`src/rtl/assert_macros.svh`:
```
// assertion helpers shared by the queue, front and back rtl files
`ifndef ASSERT_MACROS_SVH
`define ASSERT_MACROS_SVH

// same-cycle implication, checked at every rising edge out of reset
`define ASSERT_IMPLIES(label, clk, rst, ante, cons) \
   label: assert property (@(posedge clk) disable iff (rst) (ante) |-> (cons)) \
      else $error("assertion failed");

// next-cycle implication
`define ASSERT_NEXT(label, clk, rst, ante, cons) \
   label: assert property (@(posedge clk) disable iff (rst) (ante) |=> (cons)) \
      else $error("assertion failed");

`endif

```
`src/rtl/lctwd_pkg.sv`:
```
// -----------------------------------------------------------------------------
// lctwd_pkg
// Types and constants of the load-cell tare, weigh and display block.
// -----------------------------------------------------------------------------
package lctwd_pkg;

   // weight and gain formats
   localparam int WEIGHT_BITS = 16;
   localparam int GAIN_BITS   = 16;
   localparam logic [GAIN_BITS-1:0] GAIN_RESET = 16'd16591;
   localparam logic [16:0] ROUND_Q16 = 17'd3277;

   // divide by 100 as multiply by ceil(2^37 / 100), exact for 32-bit samples
   localparam int MUL_BITS     = 31;
   localparam int DIV100_SHIFT = 37;
   localparam logic [MUL_BITS-1:0] DIV100_MUL = 31'h51EB851F;

   // queue between front and back
   localparam int QUEUE_DEPTH = 4;

   // display bytes
   localparam logic [7:0] CURSOR_LINE2 = 8'hC0;
   localparam logic [7:0] CHAR_SPACE   = 8'h20;
   localparam logic [7:0] CHAR_ZERO    = 8'h30;
   localparam logic [7:0] CHAR_UNIT    = 8'h67;

   // sequencer positions
   localparam logic [3:0] HEAD_LAST   = 4'd8;
   localparam logic [2:0] DIGIT_LAST  = 3'd4;
   localparam logic [3:0] CONV_CYCLES = 4'd8;
   localparam int BCD_BITS = 20;

   typedef enum logic [2:0] {
      SEQ_IDLE,
      SEQ_HEAD,
      SEQ_DIGIT,
      SEQ_SPACE,
      SEQ_UNIT
   } seq_state_type;

endpackage

```
`src/rtl/lctwd_if.sv`:
```
// -----------------------------------------------------------------------------
// lctwd channel interfaces
// Request, display-byte and gain-register channels with valid/ready.
// -----------------------------------------------------------------------------
interface lctwd_req_if #(parameter int SAMPLE_BITS = 24);
   logic                   valid;
   logic                   ready;
   logic                   req_type;
   logic [SAMPLE_BITS-1:0] sample;
   modport source (output valid, req_type, sample, input ready);
   modport sink (input valid, req_type, sample, output ready);
endinterface

interface lctwd_rsp_if;
   logic       valid;
   logic       ready;
   logic [7:0] lcd_byte;
   logic       is_command;
   logic       last;
   modport source (output valid, lcd_byte, is_command, last, input ready);
   modport sink (input valid, lcd_byte, is_command, last, output ready);
endinterface

interface lctwd_csr_if;
   logic        valid;
   logic        ready;
   logic [15:0] gain_q16;
   modport source (output valid, gain_q16, input ready);
   modport sink (input valid, gain_q16, output ready);
endinterface

```
`src/rtl/lctwd_fifo.sv`:
```
// -----------------------------------------------------------------------------
// lctwd_fifo
// Short register queue carrying weights from the front to the back.
// -----------------------------------------------------------------------------
`include "assert_macros.svh"

module lctwd_fifo #(
   parameter int WIDTH = 16,
   parameter int DEPTH = 4
) (
   input  logic             clock,
   input  logic             reset,
   input  logic             push_valid,
   input  logic [WIDTH-1:0] push_data,
   output logic             full,
   input  logic             pop,
   output logic [WIDTH-1:0] pop_data,
   output logic             empty
);

   localparam int PTR_BITS = (DEPTH > 1) ? $clog2(DEPTH) : 1;
   localparam int CNT_BITS = $clog2(DEPTH + 1);
   localparam logic [PTR_BITS-1:0] PTR_LAST = PTR_BITS'(DEPTH - 1);
   localparam logic [CNT_BITS-1:0] CNT_FULL = CNT_BITS'(DEPTH);

   logic [WIDTH-1:0]    slot_ff [DEPTH];
   logic [PTR_BITS-1:0] wr_ptr_ff, wr_ptr_in;
   logic [PTR_BITS-1:0] rd_ptr_ff, rd_ptr_in;
   logic [CNT_BITS-1:0] count_ff, count_in;
   logic                do_push;

   // status
   assign full     = (count_ff == CNT_FULL);
   assign empty    = (count_ff == '0);
   assign do_push  = push_valid & ~full;
   assign pop_data = slot_ff[rd_ptr_ff];

   // pointer and count update
   always_comb begin
      wr_ptr_in = wr_ptr_ff;
      rd_ptr_in = rd_ptr_ff;
      count_in  = count_ff;
      if (do_push) begin
         wr_ptr_in = (wr_ptr_ff == PTR_LAST) ? '0 : wr_ptr_ff + 1'b1;
      end
      if (pop) begin
         rd_ptr_in = (rd_ptr_ff == PTR_LAST) ? '0 : rd_ptr_ff + 1'b1;
      end
      if (do_push && !pop) begin
         count_in = count_ff + 1'b1;
      end else if (pop && !do_push) begin
         count_in = count_ff - 1'b1;
      end
   end

   always_ff @(posedge clock) begin
      if (reset) begin
         wr_ptr_ff <= '0;
         rd_ptr_ff <= '0;
         count_ff  <= '0;
      end else begin
         wr_ptr_ff <= wr_ptr_in;
         rd_ptr_ff <= rd_ptr_in;
         count_ff  <= count_in;
      end
   end

   // storage
   always_ff @(posedge clock) begin
      if (do_push) begin
         slot_ff[wr_ptr_ff] <= push_data;
      end
   end

   `ASSERT_IMPLIES(a_fifo_count_bound, clock, reset, 1'b1, count_ff <= CNT_FULL)
   `ASSERT_IMPLIES(a_fifo_no_underflow, clock, reset, pop, count_ff != '0)

endmodule

```
`src/rtl/lctwd_front.sv`:
```
// -----------------------------------------------------------------------------
// lctwd_front
// Accepts requests, divides by 100, keeps the tare and computes the weight.
// -----------------------------------------------------------------------------
`include "assert_macros.svh"

module lctwd_front
   import lctwd_pkg::*;
#(
   parameter int SAMPLE_BITS = 24
) (
   input  logic                   clock,
   input  logic                   reset,
   lctwd_req_if.sink              req_ch,
   lctwd_csr_if.sink              csr_ch,
   output logic                   push_valid,
   output logic [WEIGHT_BITS-1:0] push_data,
   input  logic                   push_full
);

   localparam int LEVEL_BITS = SAMPLE_BITS - 6;
   localparam int PROD_BITS  = SAMPLE_BITS + MUL_BITS;
   localparam int NET_BITS   = LEVEL_BITS + GAIN_BITS;
   localparam int SUM_BITS   = (NET_BITS + 1 > 33) ? NET_BITS + 1 : 33;

   logic                   stall;
   logic                   advance;

   logic                   s1_valid_ff, s1_valid_in;
   logic                   s1_weigh_ff, s1_weigh_in;
   logic [SAMPLE_BITS-1:0] s1_sample_ff, s1_sample_in;

   logic                   s2_valid_ff, s2_valid_in;
   logic                   s2_weigh_ff, s2_weigh_in;
   logic [PROD_BITS-1:0]   s2_prod_ff, s2_prod_in;

   logic                   s3_valid_ff, s3_valid_in;
   logic                   s3_upd_ff, s3_upd_in;
   logic [NET_BITS-1:0]    s3_prod_ff, s3_prod_in;

   logic [LEVEL_BITS-1:0]  tare_ff, tare_in;
   logic [WEIGHT_BITS-1:0] net_weight_ff, net_weight_in;
   logic [GAIN_BITS-1:0]   gain_ff, gain_in;

   logic [LEVEL_BITS-1:0]  level;
   logic [LEVEL_BITS-1:0]  net;
   logic                   at_or_above;
   logic [SUM_BITS-1:0]    rounded;
   logic [WEIGHT_BITS-1:0] scaled;

   // pipeline moves unless the last stage waits on a full queue
   assign stall        = s3_valid_ff & push_full;
   assign advance      = ~stall;
   assign req_ch.ready = advance;
   assign csr_ch.ready = 1'b1;

   // stage 1: capture word
   assign s1_valid_in  = advance ? (req_ch.valid & req_ch.ready) : s1_valid_ff;
   assign s1_weigh_in  = advance ? req_ch.req_type : s1_weigh_ff;
   assign s1_sample_in = advance ? req_ch.sample : s1_sample_ff;

   // stage 2: reciprocal multiply for the divide by 100
   assign s2_valid_in = advance ? s1_valid_ff : s2_valid_ff;
   assign s2_weigh_in = advance ? s1_weigh_ff : s2_weigh_ff;
   assign s2_prod_in  = advance ? PROD_BITS'(s1_sample_ff) * PROD_BITS'(DIV100_MUL)
                                : s2_prod_ff;

   // stage 3: tare compare, net value and gain multiply
   assign level       = s2_prod_ff[DIV100_SHIFT +: LEVEL_BITS];
   assign at_or_above = (level >= tare_ff);
   assign net         = level - tare_ff;
   assign s3_valid_in = advance ? (s2_valid_ff & s2_weigh_ff) : s3_valid_ff;
   assign s3_upd_in   = advance ? at_or_above : s3_upd_ff;
   assign s3_prod_in  = advance ? NET_BITS'(net) * NET_BITS'(gain_ff) : s3_prod_ff;
   assign tare_in     = (advance && s2_valid_ff && !s2_weigh_ff) ? level : tare_ff;

   // rounding, shift and saturation at the queue input
   assign rounded    = SUM_BITS'(s3_prod_ff) + SUM_BITS'(ROUND_Q16);
   assign scaled     = (|rounded[SUM_BITS-1:32]) ? {WEIGHT_BITS{1'b1}} : rounded[31:16];
   assign push_valid = s3_valid_ff;
   assign push_data  = s3_upd_ff ? scaled : net_weight_ff;
   assign net_weight_in = (s3_valid_ff && !push_full && s3_upd_ff) ? scaled
                                                                     : net_weight_ff;

   // gain register
   assign gain_in = csr_ch.valid ? csr_ch.gain_q16 : gain_ff;

   always_ff @(posedge clock) begin
      if (reset) begin
         s1_valid_ff   <= 1'b0;
         s2_valid_ff   <= 1'b0;
         s3_valid_ff   <= 1'b0;
         tare_ff       <= '0;
         net_weight_ff <= '0;
         gain_ff       <= GAIN_RESET;
      end else begin
         s1_valid_ff   <= s1_valid_in;
         s2_valid_ff   <= s2_valid_in;
         s3_valid_ff   <= s3_valid_in;
         tare_ff       <= tare_in;
         net_weight_ff <= net_weight_in;
         gain_ff       <= gain_in;
      end
   end

   // payload registers
   always_ff @(posedge clock) begin
      s1_weigh_ff  <= s1_weigh_in;
      s1_sample_ff <= s1_sample_in;
      s2_weigh_ff  <= s2_weigh_in;
      s2_prod_ff   <= s2_prod_in;
      s3_upd_ff    <= s3_upd_in;
      s3_prod_ff   <= s3_prod_in;
   end

   `ASSERT_NEXT(a_front_stall_keeps_word, clock, reset, stall, s3_valid_ff)

endmodule

```
`src/rtl/lctwd_back.sv`:
```
// -----------------------------------------------------------------------------
// lctwd_back
// Byte sequencer: turns one queued weight into a display update.
// -----------------------------------------------------------------------------
`include "assert_macros.svh"

module lctwd_back
   import lctwd_pkg::*;
(
   input  logic                   clock,
   input  logic                   reset,
   input  logic                   q_empty,
   input  logic [WEIGHT_BITS-1:0] q_data,
   output logic                   q_pop,
   lctwd_rsp_if.source            rsp_ch
);

   seq_state_type state_ff, state_in;
   logic [3:0]             pos_ff, pos_in;
   logic [2:0]             dig_ff, dig_in;
   logic [WEIGHT_BITS-1:0] bin_ff, bin_in;
   logic [BCD_BITS-1:0]    bcd_ff, bcd_in;
   logic [3:0]             conv_cnt_ff, conv_cnt_in;

   logic       rsp_valid_ff, rsp_valid_in;
   logic [7:0] rsp_byte_ff, rsp_byte_in;
   logic       rsp_cmd_ff, rsp_cmd_in;
   logic       rsp_last_ff, rsp_last_in;

   logic       can_emit;
   logic       has_byte;
   logic       emit;
   logic [7:0] next_byte;
   logic       next_cmd;
   logic       next_last;
   logic [3:0] cur_digit;
   logic [BCD_BITS+WEIGHT_BITS-1:0] dd_one;
   logic [BCD_BITS+WEIGHT_BITS-1:0] dd_two;

   // one double-dabble step: adjust digits of five or more, then shift
   function automatic logic [BCD_BITS+WEIGHT_BITS-1:0] dd_step(
      input logic [BCD_BITS+WEIGHT_BITS-1:0] v
   );
      logic [BCD_BITS+WEIGHT_BITS-1:0] t;
      t = v;
      for (int k = 0; k < BCD_BITS / 4; k++) begin
         if (t[WEIGHT_BITS + 4*k +: 4] >= 4'd5) begin
            t[WEIGHT_BITS + 4*k +: 4] = t[WEIGHT_BITS + 4*k +: 4] + 4'd3;
         end
      end
      return {t[BCD_BITS+WEIGHT_BITS-2:0], 1'b0};
   endfunction

   // position of the first digit shown, leading zeros blanked
   function automatic logic [2:0] lead_digit(input logic [WEIGHT_BITS-1:0] w);
      if (w >= 16'd10000) begin
         return 3'd0;
      end else if (w >= 16'd1000) begin
         return 3'd1;
      end else if (w >= 16'd100) begin
         return 3'd2;
      end else if (w >= 16'd10) begin
         return 3'd3;
      end else begin
         return DIGIT_LAST;
      end
   endfunction

   assign can_emit = ~rsp_valid_ff | rsp_ch.ready;
   assign emit     = has_byte & can_emit;
   assign q_pop    = emit & (state_ff == SEQ_IDLE);

   // digit select, ten-thousands first
   always_comb begin
      case (dig_ff)
         3'd0:    cur_digit = bcd_ff[19:16];
         3'd1:    cur_digit = bcd_ff[15:12];
         3'd2:    cur_digit = bcd_ff[11:8];
         3'd3:    cur_digit = bcd_ff[7:4];
         default: cur_digit = bcd_ff[3:0];
      endcase
   end

   // next state
   always_comb begin
      state_in = state_ff;
      unique case (state_ff)
         SEQ_IDLE:  if (emit) state_in = SEQ_HEAD;
         SEQ_HEAD:  if (emit && pos_ff == HEAD_LAST) state_in = SEQ_DIGIT;
         SEQ_DIGIT: if (emit && dig_ff == DIGIT_LAST) state_in = SEQ_SPACE;
         SEQ_SPACE: if (emit) state_in = SEQ_UNIT;
         SEQ_UNIT:  if (emit) state_in = SEQ_IDLE;
         default:   state_in = SEQ_IDLE;
      endcase
   end

   // byte for the current position
   always_comb begin
      has_byte  = 1'b1;
      next_byte = CHAR_SPACE;
      next_cmd  = 1'b0;
      next_last = 1'b0;
      unique case (state_ff)
         SEQ_IDLE: begin
            has_byte  = ~q_empty;
            next_byte = CURSOR_LINE2;
            next_cmd  = 1'b1;
         end
         SEQ_HEAD: begin
            if (pos_ff == HEAD_LAST) begin
               next_byte = CURSOR_LINE2;
               next_cmd  = 1'b1;
            end
         end
         SEQ_DIGIT: begin
            next_byte = CHAR_ZERO | {4'b0000, cur_digit};
         end
         SEQ_SPACE: begin
            next_byte = CHAR_SPACE;
         end
         SEQ_UNIT: begin
            next_byte = CHAR_UNIT;
            next_last = 1'b1;
         end
         default: begin
            has_byte = 1'b0;
         end
      endcase
   end

   // position counters
   assign pos_in = (state_ff == SEQ_IDLE && emit) ? 4'd1
                 : (state_ff == SEQ_HEAD && emit) ? pos_ff + 4'd1 : pos_ff;
   assign dig_in = q_pop ? lead_digit(q_data)
                 : (state_ff == SEQ_DIGIT && emit) ? dig_ff + 3'd1 : dig_ff;

   // binary to decimal, two bits a cycle while the header goes out
   assign dd_one = dd_step({bcd_ff, bin_ff});
   assign dd_two = dd_step(dd_one);
   always_comb begin
      bin_in      = bin_ff;
      bcd_in      = bcd_ff;
      conv_cnt_in = conv_cnt_ff;
      if (q_pop) begin
         bin_in      = q_data;
         bcd_in      = '0;
         conv_cnt_in = CONV_CYCLES;
      end else if (conv_cnt_ff != 4'd0) begin
         bin_in      = dd_two[WEIGHT_BITS-1:0];
         bcd_in      = dd_two[BCD_BITS+WEIGHT_BITS-1:WEIGHT_BITS];
         conv_cnt_in = conv_cnt_ff - 4'd1;
      end
   end

   // output register
   assign rsp_valid_in = emit ? 1'b1 : (rsp_ch.ready ? 1'b0 : rsp_valid_ff);
   assign rsp_byte_in  = emit ? next_byte : rsp_byte_ff;
   assign rsp_cmd_in   = emit ? next_cmd : rsp_cmd_ff;
   assign rsp_last_in  = emit ? next_last : rsp_last_ff;

   assign rsp_ch.valid      = rsp_valid_ff;
   assign rsp_ch.lcd_byte   = rsp_byte_ff;
   assign rsp_ch.is_command = rsp_cmd_ff;
   assign rsp_ch.last       = rsp_last_ff;

   always_ff @(posedge clock) begin
      if (reset) begin
         state_ff     <= SEQ_IDLE;
         pos_ff       <= '0;
         conv_cnt_ff  <= '0;
         rsp_valid_ff <= 1'b0;
      end else begin
         state_ff     <= state_in;
         pos_ff       <= pos_in;
         conv_cnt_ff  <= conv_cnt_in;
         rsp_valid_ff <= rsp_valid_in;
      end
   end

   // payload registers
   always_ff @(posedge clock) begin
      dig_ff      <= dig_in;
      bin_ff      <= bin_in;
      bcd_ff      <= bcd_in;
      rsp_byte_ff <= rsp_byte_in;
      rsp_cmd_ff  <= rsp_cmd_in;
      rsp_last_ff <= rsp_last_in;
   end

   `ASSERT_IMPLIES(a_back_digits_ready, clock, reset, state_ff == SEQ_DIGIT, conv_cnt_ff == 4'd0)
   `ASSERT_NEXT(a_back_unit_ends, clock, reset, emit && state_ff == SEQ_UNIT, state_ff == SEQ_IDLE)

endmodule

```
`src/rtl/load_cell_tare_weigh_display.sv`:
```
// -----------------------------------------------------------------------------
// load_cell_tare_weigh_display
// Load-cell tare and weigh block with a character display byte stream.
// -----------------------------------------------------------------------------
// A tare request stores sample/100 as the empty-pan level and sends nothing;
// a weigh request computes ((sample/100 - tare) * gain_q16 + 3277) >> 16,
// saturated at 65535, or keeps the last weight when the sample is below tare,
// and then sends one display update: 0xC0, seven spaces, 0xC0, 1 to 5 digits,
// a space and 'g' (12 to 16 bytes, last set on 'g'). The byte sequencer sends
// one byte per cycle while output is ready; tare requests go one per cycle
// unless a full queue stalls them. Requests pass a three-stage front pipeline
// (divide, tare and gain multiply) into a four-entry weight queue, so input
// is taken during a display update until the queue is full. gain_q16 must
// be written only while the block is idle (not enforced); it resets to 16591.
// -----------------------------------------------------------------------------
module load_cell_tare_weigh_display
   import lctwd_pkg::*;
#(
   parameter int SAMPLE_BITS = 24
) (
   input  logic        clock,
   input  logic        reset,
   lctwd_req_if.sink   req_ch,
   lctwd_rsp_if.source rsp_ch,
   lctwd_csr_if.sink   csr_ch
);

   logic                   push_valid;
   logic [WEIGHT_BITS-1:0] push_data;
   logic                   q_full;
   logic                   q_pop;
   logic [WEIGHT_BITS-1:0] q_data;
   logic                   q_empty;

   // request front end
   lctwd_front #(
      .SAMPLE_BITS (SAMPLE_BITS)
   ) u_front (
      .clock      (clock),
      .reset      (reset),
      .req_ch     (req_ch),
      .csr_ch     (csr_ch),
      .push_valid (push_valid),
      .push_data  (push_data),
      .push_full  (q_full)
   );

   // weight queue
   lctwd_fifo #(
      .WIDTH (WEIGHT_BITS),
      .DEPTH (QUEUE_DEPTH)
   ) u_queue (
      .clock      (clock),
      .reset      (reset),
      .push_valid (push_valid),
      .push_data  (push_data),
      .full       (q_full),
      .pop        (q_pop),
      .pop_data   (q_data),
      .empty      (q_empty)
   );

   // display byte sequencer
   lctwd_back u_back (
      .clock   (clock),
      .reset   (reset),
      .q_empty (q_empty),
      .q_data  (q_data),
      .q_pop   (q_pop),
      .rsp_ch  (rsp_ch)
   );

endmodule
```
`src/flat_wrapper.sv`:
```
// flat-port wrapper written by rule: the top's interface ports become plain ports
module load_cell_tare_weigh_display_flat import lctwd_pkg::*;
#(
   parameter int SAMPLE_BITS = 24
)
  (clock, reset, req_ch_valid, req_ch_req_type, req_ch_sample, req_ch_ready, rsp_ch_valid, rsp_ch_lcd_byte, rsp_ch_is_command, rsp_ch_last, rsp_ch_ready, csr_ch_valid, csr_ch_gain_q16, csr_ch_ready);
  lctwd_req_if #(.SAMPLE_BITS(SAMPLE_BITS)) req_ch_i ();
  lctwd_rsp_if rsp_ch_i ();
  lctwd_csr_if csr_ch_i ();
  input  logic clock;
  input  logic reset;
  input wire logic [$bits(req_ch_i.valid)-1:0] req_ch_valid;
  input wire logic [$bits(req_ch_i.req_type)-1:0] req_ch_req_type;
  input wire logic [$bits(req_ch_i.sample)-1:0] req_ch_sample;
  output wire logic [$bits(req_ch_i.ready)-1:0] req_ch_ready;
  output wire logic [$bits(rsp_ch_i.valid)-1:0] rsp_ch_valid;
  output wire logic [$bits(rsp_ch_i.lcd_byte)-1:0] rsp_ch_lcd_byte;
  output wire logic [$bits(rsp_ch_i.is_command)-1:0] rsp_ch_is_command;
  output wire logic [$bits(rsp_ch_i.last)-1:0] rsp_ch_last;
  input wire logic [$bits(rsp_ch_i.ready)-1:0] rsp_ch_ready;
  input wire logic [$bits(csr_ch_i.valid)-1:0] csr_ch_valid;
  input wire logic [$bits(csr_ch_i.gain_q16)-1:0] csr_ch_gain_q16;
  output wire logic [$bits(csr_ch_i.ready)-1:0] csr_ch_ready;
  assign req_ch_i.valid = req_ch_valid;
  assign req_ch_i.req_type = req_ch_req_type;
  assign req_ch_i.sample = req_ch_sample;
  assign req_ch_ready = req_ch_i.ready;
  assign rsp_ch_valid = rsp_ch_i.valid;
  assign rsp_ch_lcd_byte = rsp_ch_i.lcd_byte;
  assign rsp_ch_is_command = rsp_ch_i.is_command;
  assign rsp_ch_last = rsp_ch_i.last;
  assign rsp_ch_i.ready = rsp_ch_ready;
  assign csr_ch_i.valid = csr_ch_valid;
  assign csr_ch_i.gain_q16 = csr_ch_gain_q16;
  assign csr_ch_ready = csr_ch_i.ready;
  load_cell_tare_weigh_display #(.SAMPLE_BITS(SAMPLE_BITS)) u_core (.clock(clock), .reset(reset), .req_ch(req_ch_i), .rsp_ch(rsp_ch_i), .csr_ch(csr_ch_i));
endmodule
```
`config.mk`:
```
export PLATFORM = sky130hd
export DESIGN_NAME = load_cell_tare_weigh_display_flat
export DESIGN_NICKNAME = d
export VERILOG_FILES = /design/src/rtl/lctwd_pkg.sv /design/src/rtl/lctwd_if.sv /design/src/rtl/lctwd_fifo.sv /design/src/rtl/lctwd_front.sv /design/src/rtl/lctwd_back.sv /design/src/rtl/load_cell_tare_weigh_display.sv /design/src/flat_wrapper.sv
export VERILOG_INCLUDE_DIRS = /design/src /design/src/rtl
export SDC_FILE = /design/constraint.sdc
export NUM_CORES = 2
export LEC_CHECK = 0
export ABC_AREA = 1
export BUFFER_PORTS_ARGS = -buffer_cell sky130_fd_sc_hd__buf_2
export CAP_MARGIN = 25
export CELL_PAD_IN_SITES_DETAIL_PLACEMENT = 0
export CELL_PAD_IN_SITES_GLOBAL_PLACEMENT = 1
export CORE_MARGIN = 2
export CORE_UTILIZATION = 45
export DETAILED_ROUTE_END_ITERATION = 16
export PLACE_DENSITY_LB_ADDON = 0.05
export SETUP_SLACK_MARGIN = 0.05
export SKIP_LAST_GASP = 1
export SYNTH_ARGS = -nofsm -noshare
export SYNTH_HDL_FRONTEND = slang
export SYNTH_SLANG_ARGS = --single-unit
```
`constraint.sdc`:
```
create_clock -name clock -period 15.5 [get_ports clock]
set_input_delay 1.55 -clock clock [delete_from_list [all_inputs] [get_ports clock]]
set_output_delay 1.55 -clock clock [all_outputs]
set_load 0.05 [all_outputs]
```
==> impl_metrics.toml <==
[synth]
synthArstFlopShare = 0
syn_area_sq_um = 35080
synthSimpleGateAreaFrac = 0.1691
synthCells = 4187
synth.most_common_cell = "inv_1"
synth_top_area_cell = "fa_1"
synth_cell_types = 59
synth_top_area_share = 0.2716
synth_xor_area_frac = 0.01594
synth_compound_area_frac = 0.07804
synth_edf_count = 172
synth_fp_nets = 5129
yosys_most_used_dff = "edfxtp_1"
synth_top_family_by_area = "adder cells"
muxShareOfSynthArea = 0
synth_adder_area_share = 0.4214
ys_ff_latch = 266
seq_area_frac_synth = 0.2009
syn_avg_cell_area_sq_um = 8.379
synth.area.top_cells = "fa_1 (27%), ha_1 (15%), edfxtp_1 (15%)"
synth_common_cells = "inv_1 (962), nand2_1 (729), fa_1 (476), ha_1 (420), nor2_1 (350)"
yosysWarnings = 0

[floorplan]
dieArea_sq_um = 80210
die_w_um = 283.2
die_height_um = 283.2
start_util = 0.4536
core_sq_um = 77340
pin_count = 59
rows = 102

[final_layout]
drive_gt1_frac = 0.04495
nets = 5162
n_fill_cell = 7795
syn2layout_area_growth_pct = 7.672
utilization = 0.4884
fin_area_sq_um = 37770

[setup_path]
r2r-start = "u_core.u_front.s2_prod_ff[37]"
cp.required_ns = 15.81
worstSetupPathType = "reg -> reg"
critPathTopFamily = "adder cells"
cp_slowest_stage_delay_ns = 0.56
slowest_stage = "fa_1"
path_max_fanout = 12
crit_top_cell = "fa_1"
worstReg2RegEnd = "u_core.u_front.s3_prod_ff[19]"
crit_arrival_ns = 7.88
worst-r2r-cell-count = 28
cp_num_buf_inv = 6
end_kind = "flip-flop"
rrSetupSlack_ns = 7.93
startpoint_type = "flip-flop"

[worst_hold_path]
hold_depth = 0
hp-start = "u_core.u_front.s1_weigh_ff"
min_to = "u_core.u_front.s2_weigh_ff"
hold_path.class = "reg -> reg"

[sta]
hold_viol = 0
rsz0062_at_grt = "false"
tns_ns = 0
fin_crit_sh = 0.4887
fin_ws_ns = 7.926
timing.fmax_mhz = 132.0
tightest_slew_ns = 1.059
maxSlewViolCount = 0
slew_headroom = 0.2931
skew_ns = 0.02446
period_minus_slack_ns = 7.574
report.final.setup_viol = 0

[global_routing]
grt_antenna_before_repair = 9
grt_pass1_wl_um = 160300
grt_max_degree = 64
grt_pass1_vias = 27190
gr-total-overflow = 0
track_usage = 0.2601

[route]
via_per_inst = 5.081
postRouteAntennaNets = 0
drt-initial-drc-count = 1845
vias = 26910
routedWlPerCell_um = 19.34
firstDrtPassIters = 7
totalWireLength_um = 102400
drc = 0

[cts]
cts-root-buf = "clkbuf_16"
clock-sinks = 266
cts_tree = "built"
cts_setup_buffers = 0
cts_buffers = 37
h-tree-depth = 2
clk_pin_slew_ns = 0.07
insertion_delay_ns = 0.58
postCtsHoldBufs = 0
cts_resized = 0
clockBufferDepth = 3

[placed_design]
gp_congestion = 0.9389
hpwl_um = 85410
place_area_sq_um = 36430
pre_cts_ws_ns = 7.983
io_buffer_count = 57

[flow_run]
maxCapViolations = 0

[outcome]
status = "finished, final reports clean"
## how the worst max path moves through the flow
stage                             startpoint                             to  slack, ns  depth (start not counted)
2_1_floorplan  u_core.u_front.s2_prod_ff[37]  u_core.u_front.s3_prod_ff[25]       8.85                         26
3_3_place_gp   u_core.u_front.s2_prod_ff[39]  u_core.u_front.s3_prod_ff[20]       7.97                         26
3_5_place_dp   u_core.u_front.s2_prod_ff[37]  u_core.u_front.s3_prod_ff[33]       7.98                         28
4_1_cts        u_core.u_front.s2_prod_ff[37]  u_core.u_front.s3_prod_ff[25]       7.94                         27
5_1_grt        u_core.u_front.s2_prod_ff[39]  u_core.u_front.s3_prod_ff[33]       7.45                         27
6_report       u_core.u_front.s2_prod_ff[37]  u_core.u_front.s3_prod_ff[19]       7.93                         28
## sequential cells by signal (all words and copies together), names as in the netlist, 8 cells and up, named ones only
| register | flops |
|---|---|
| u_core.u_back.bcd_ff | 20 |
| u_core.u_back.bin_ff | 16 |
| u_core.u_back.rsp_ch.lcd_byte | 8 |
| u_core.u_front.gain_ff | 16 |
| u_core.u_front.net_weight_ff | 16 |
| u_core.u_front.s1_sample_ff | 24 |
| u_core.u_front.s2_prod_ff | 18 |
| u_core.u_front.s3_prod_ff | 34 |
| u_core.u_front.tare_ff | 18 |
| u_core.u_queue.slot_ff | 64 |
## final cells by class
type                            count  area [sq um]  area share
Clock buffer                       41         950.9     0.02517
Multi-Input combinational cell   2868         24040      0.6365
Clock inverter                     27         347.8    0.009209
Inverter                          978          3671     0.09719
Timing Repair Buffer               69         395.4     0.01047
Tap cell                         1040          1301     0.03445
Sequential cell                   266          7047      0.1866
Antenna cell                        7         17.52   0.0004637
## logic make-up after synthesis
group	count (synthesis)
other	1
and+or+nand+nor	1423
xor gates and xnor gates	60
DFF	266
adders and majority gates	896
AOI/OAI and AO/OA	488
buffers and inverters	1053
## cells in the final DEF (no fill, tap or decap), types with 21 or more instances in the layout
cell type | synthesis | routed
dfxtp_1 | 94 | 94
edfxtp_1 | 172 | 172
ha_1 | 420 | 420
buf_2 | 25 | 57
nand3_1 | 209 | 208
o21bai_1 | 21 | 21
o21ai_0 | 188 | 188
nor3_1 | 32 | 32
nor2_1 | 350 | 345
xor2_1 | 39 | 39
clkbuf_16 | 0 | 37
inv_1 | 962 | 962
nand2_1 | 729 | 729
fa_1 | 476 | 476
a21oi_1 | 187 | 187
nand4_1 | 52 | 52
o21a_1 | 27 | 27
## layer usage
layer	up-vias	track usage	part of all wire
met5	-	0	0.00019
li1	13140	-	-
met4	4	0.05172	0.020
met1	13050	0.3877	0.48
met2	612	0.3998	0.44
met3	111	0.04195	0.063
## through the flow
stage / cells / hold WS (ns)
2_1_floorplan: 4187 / 0.4003
3_3_place_gp: 5220 / 0.4019
3_5_place_dp: 5220 / 0.4074
4_1_cts: 5288 / 0.4491
5_1_grt: 5289 / 0.4612
6_report: 5296 / 0.4453
## worst reg2reg max path: cells and delay by family (launching register included)
family | cells | cell delay (ns)
XOR/XNOR | 1 | 0.17
AO/OA/AOI/OAI | 5 | 0.95
adder cells (fa/ha/maj) | 9 | 4.24
buffers and inverters | 6 | 0.35
flip-flops | 1 | 0.35
AND/OR/NAND/NOR | 7 | 1.24
Power is not shown: default switching activity piles up to over one toggle a cycle in this logic, so the estimate is an artifact.
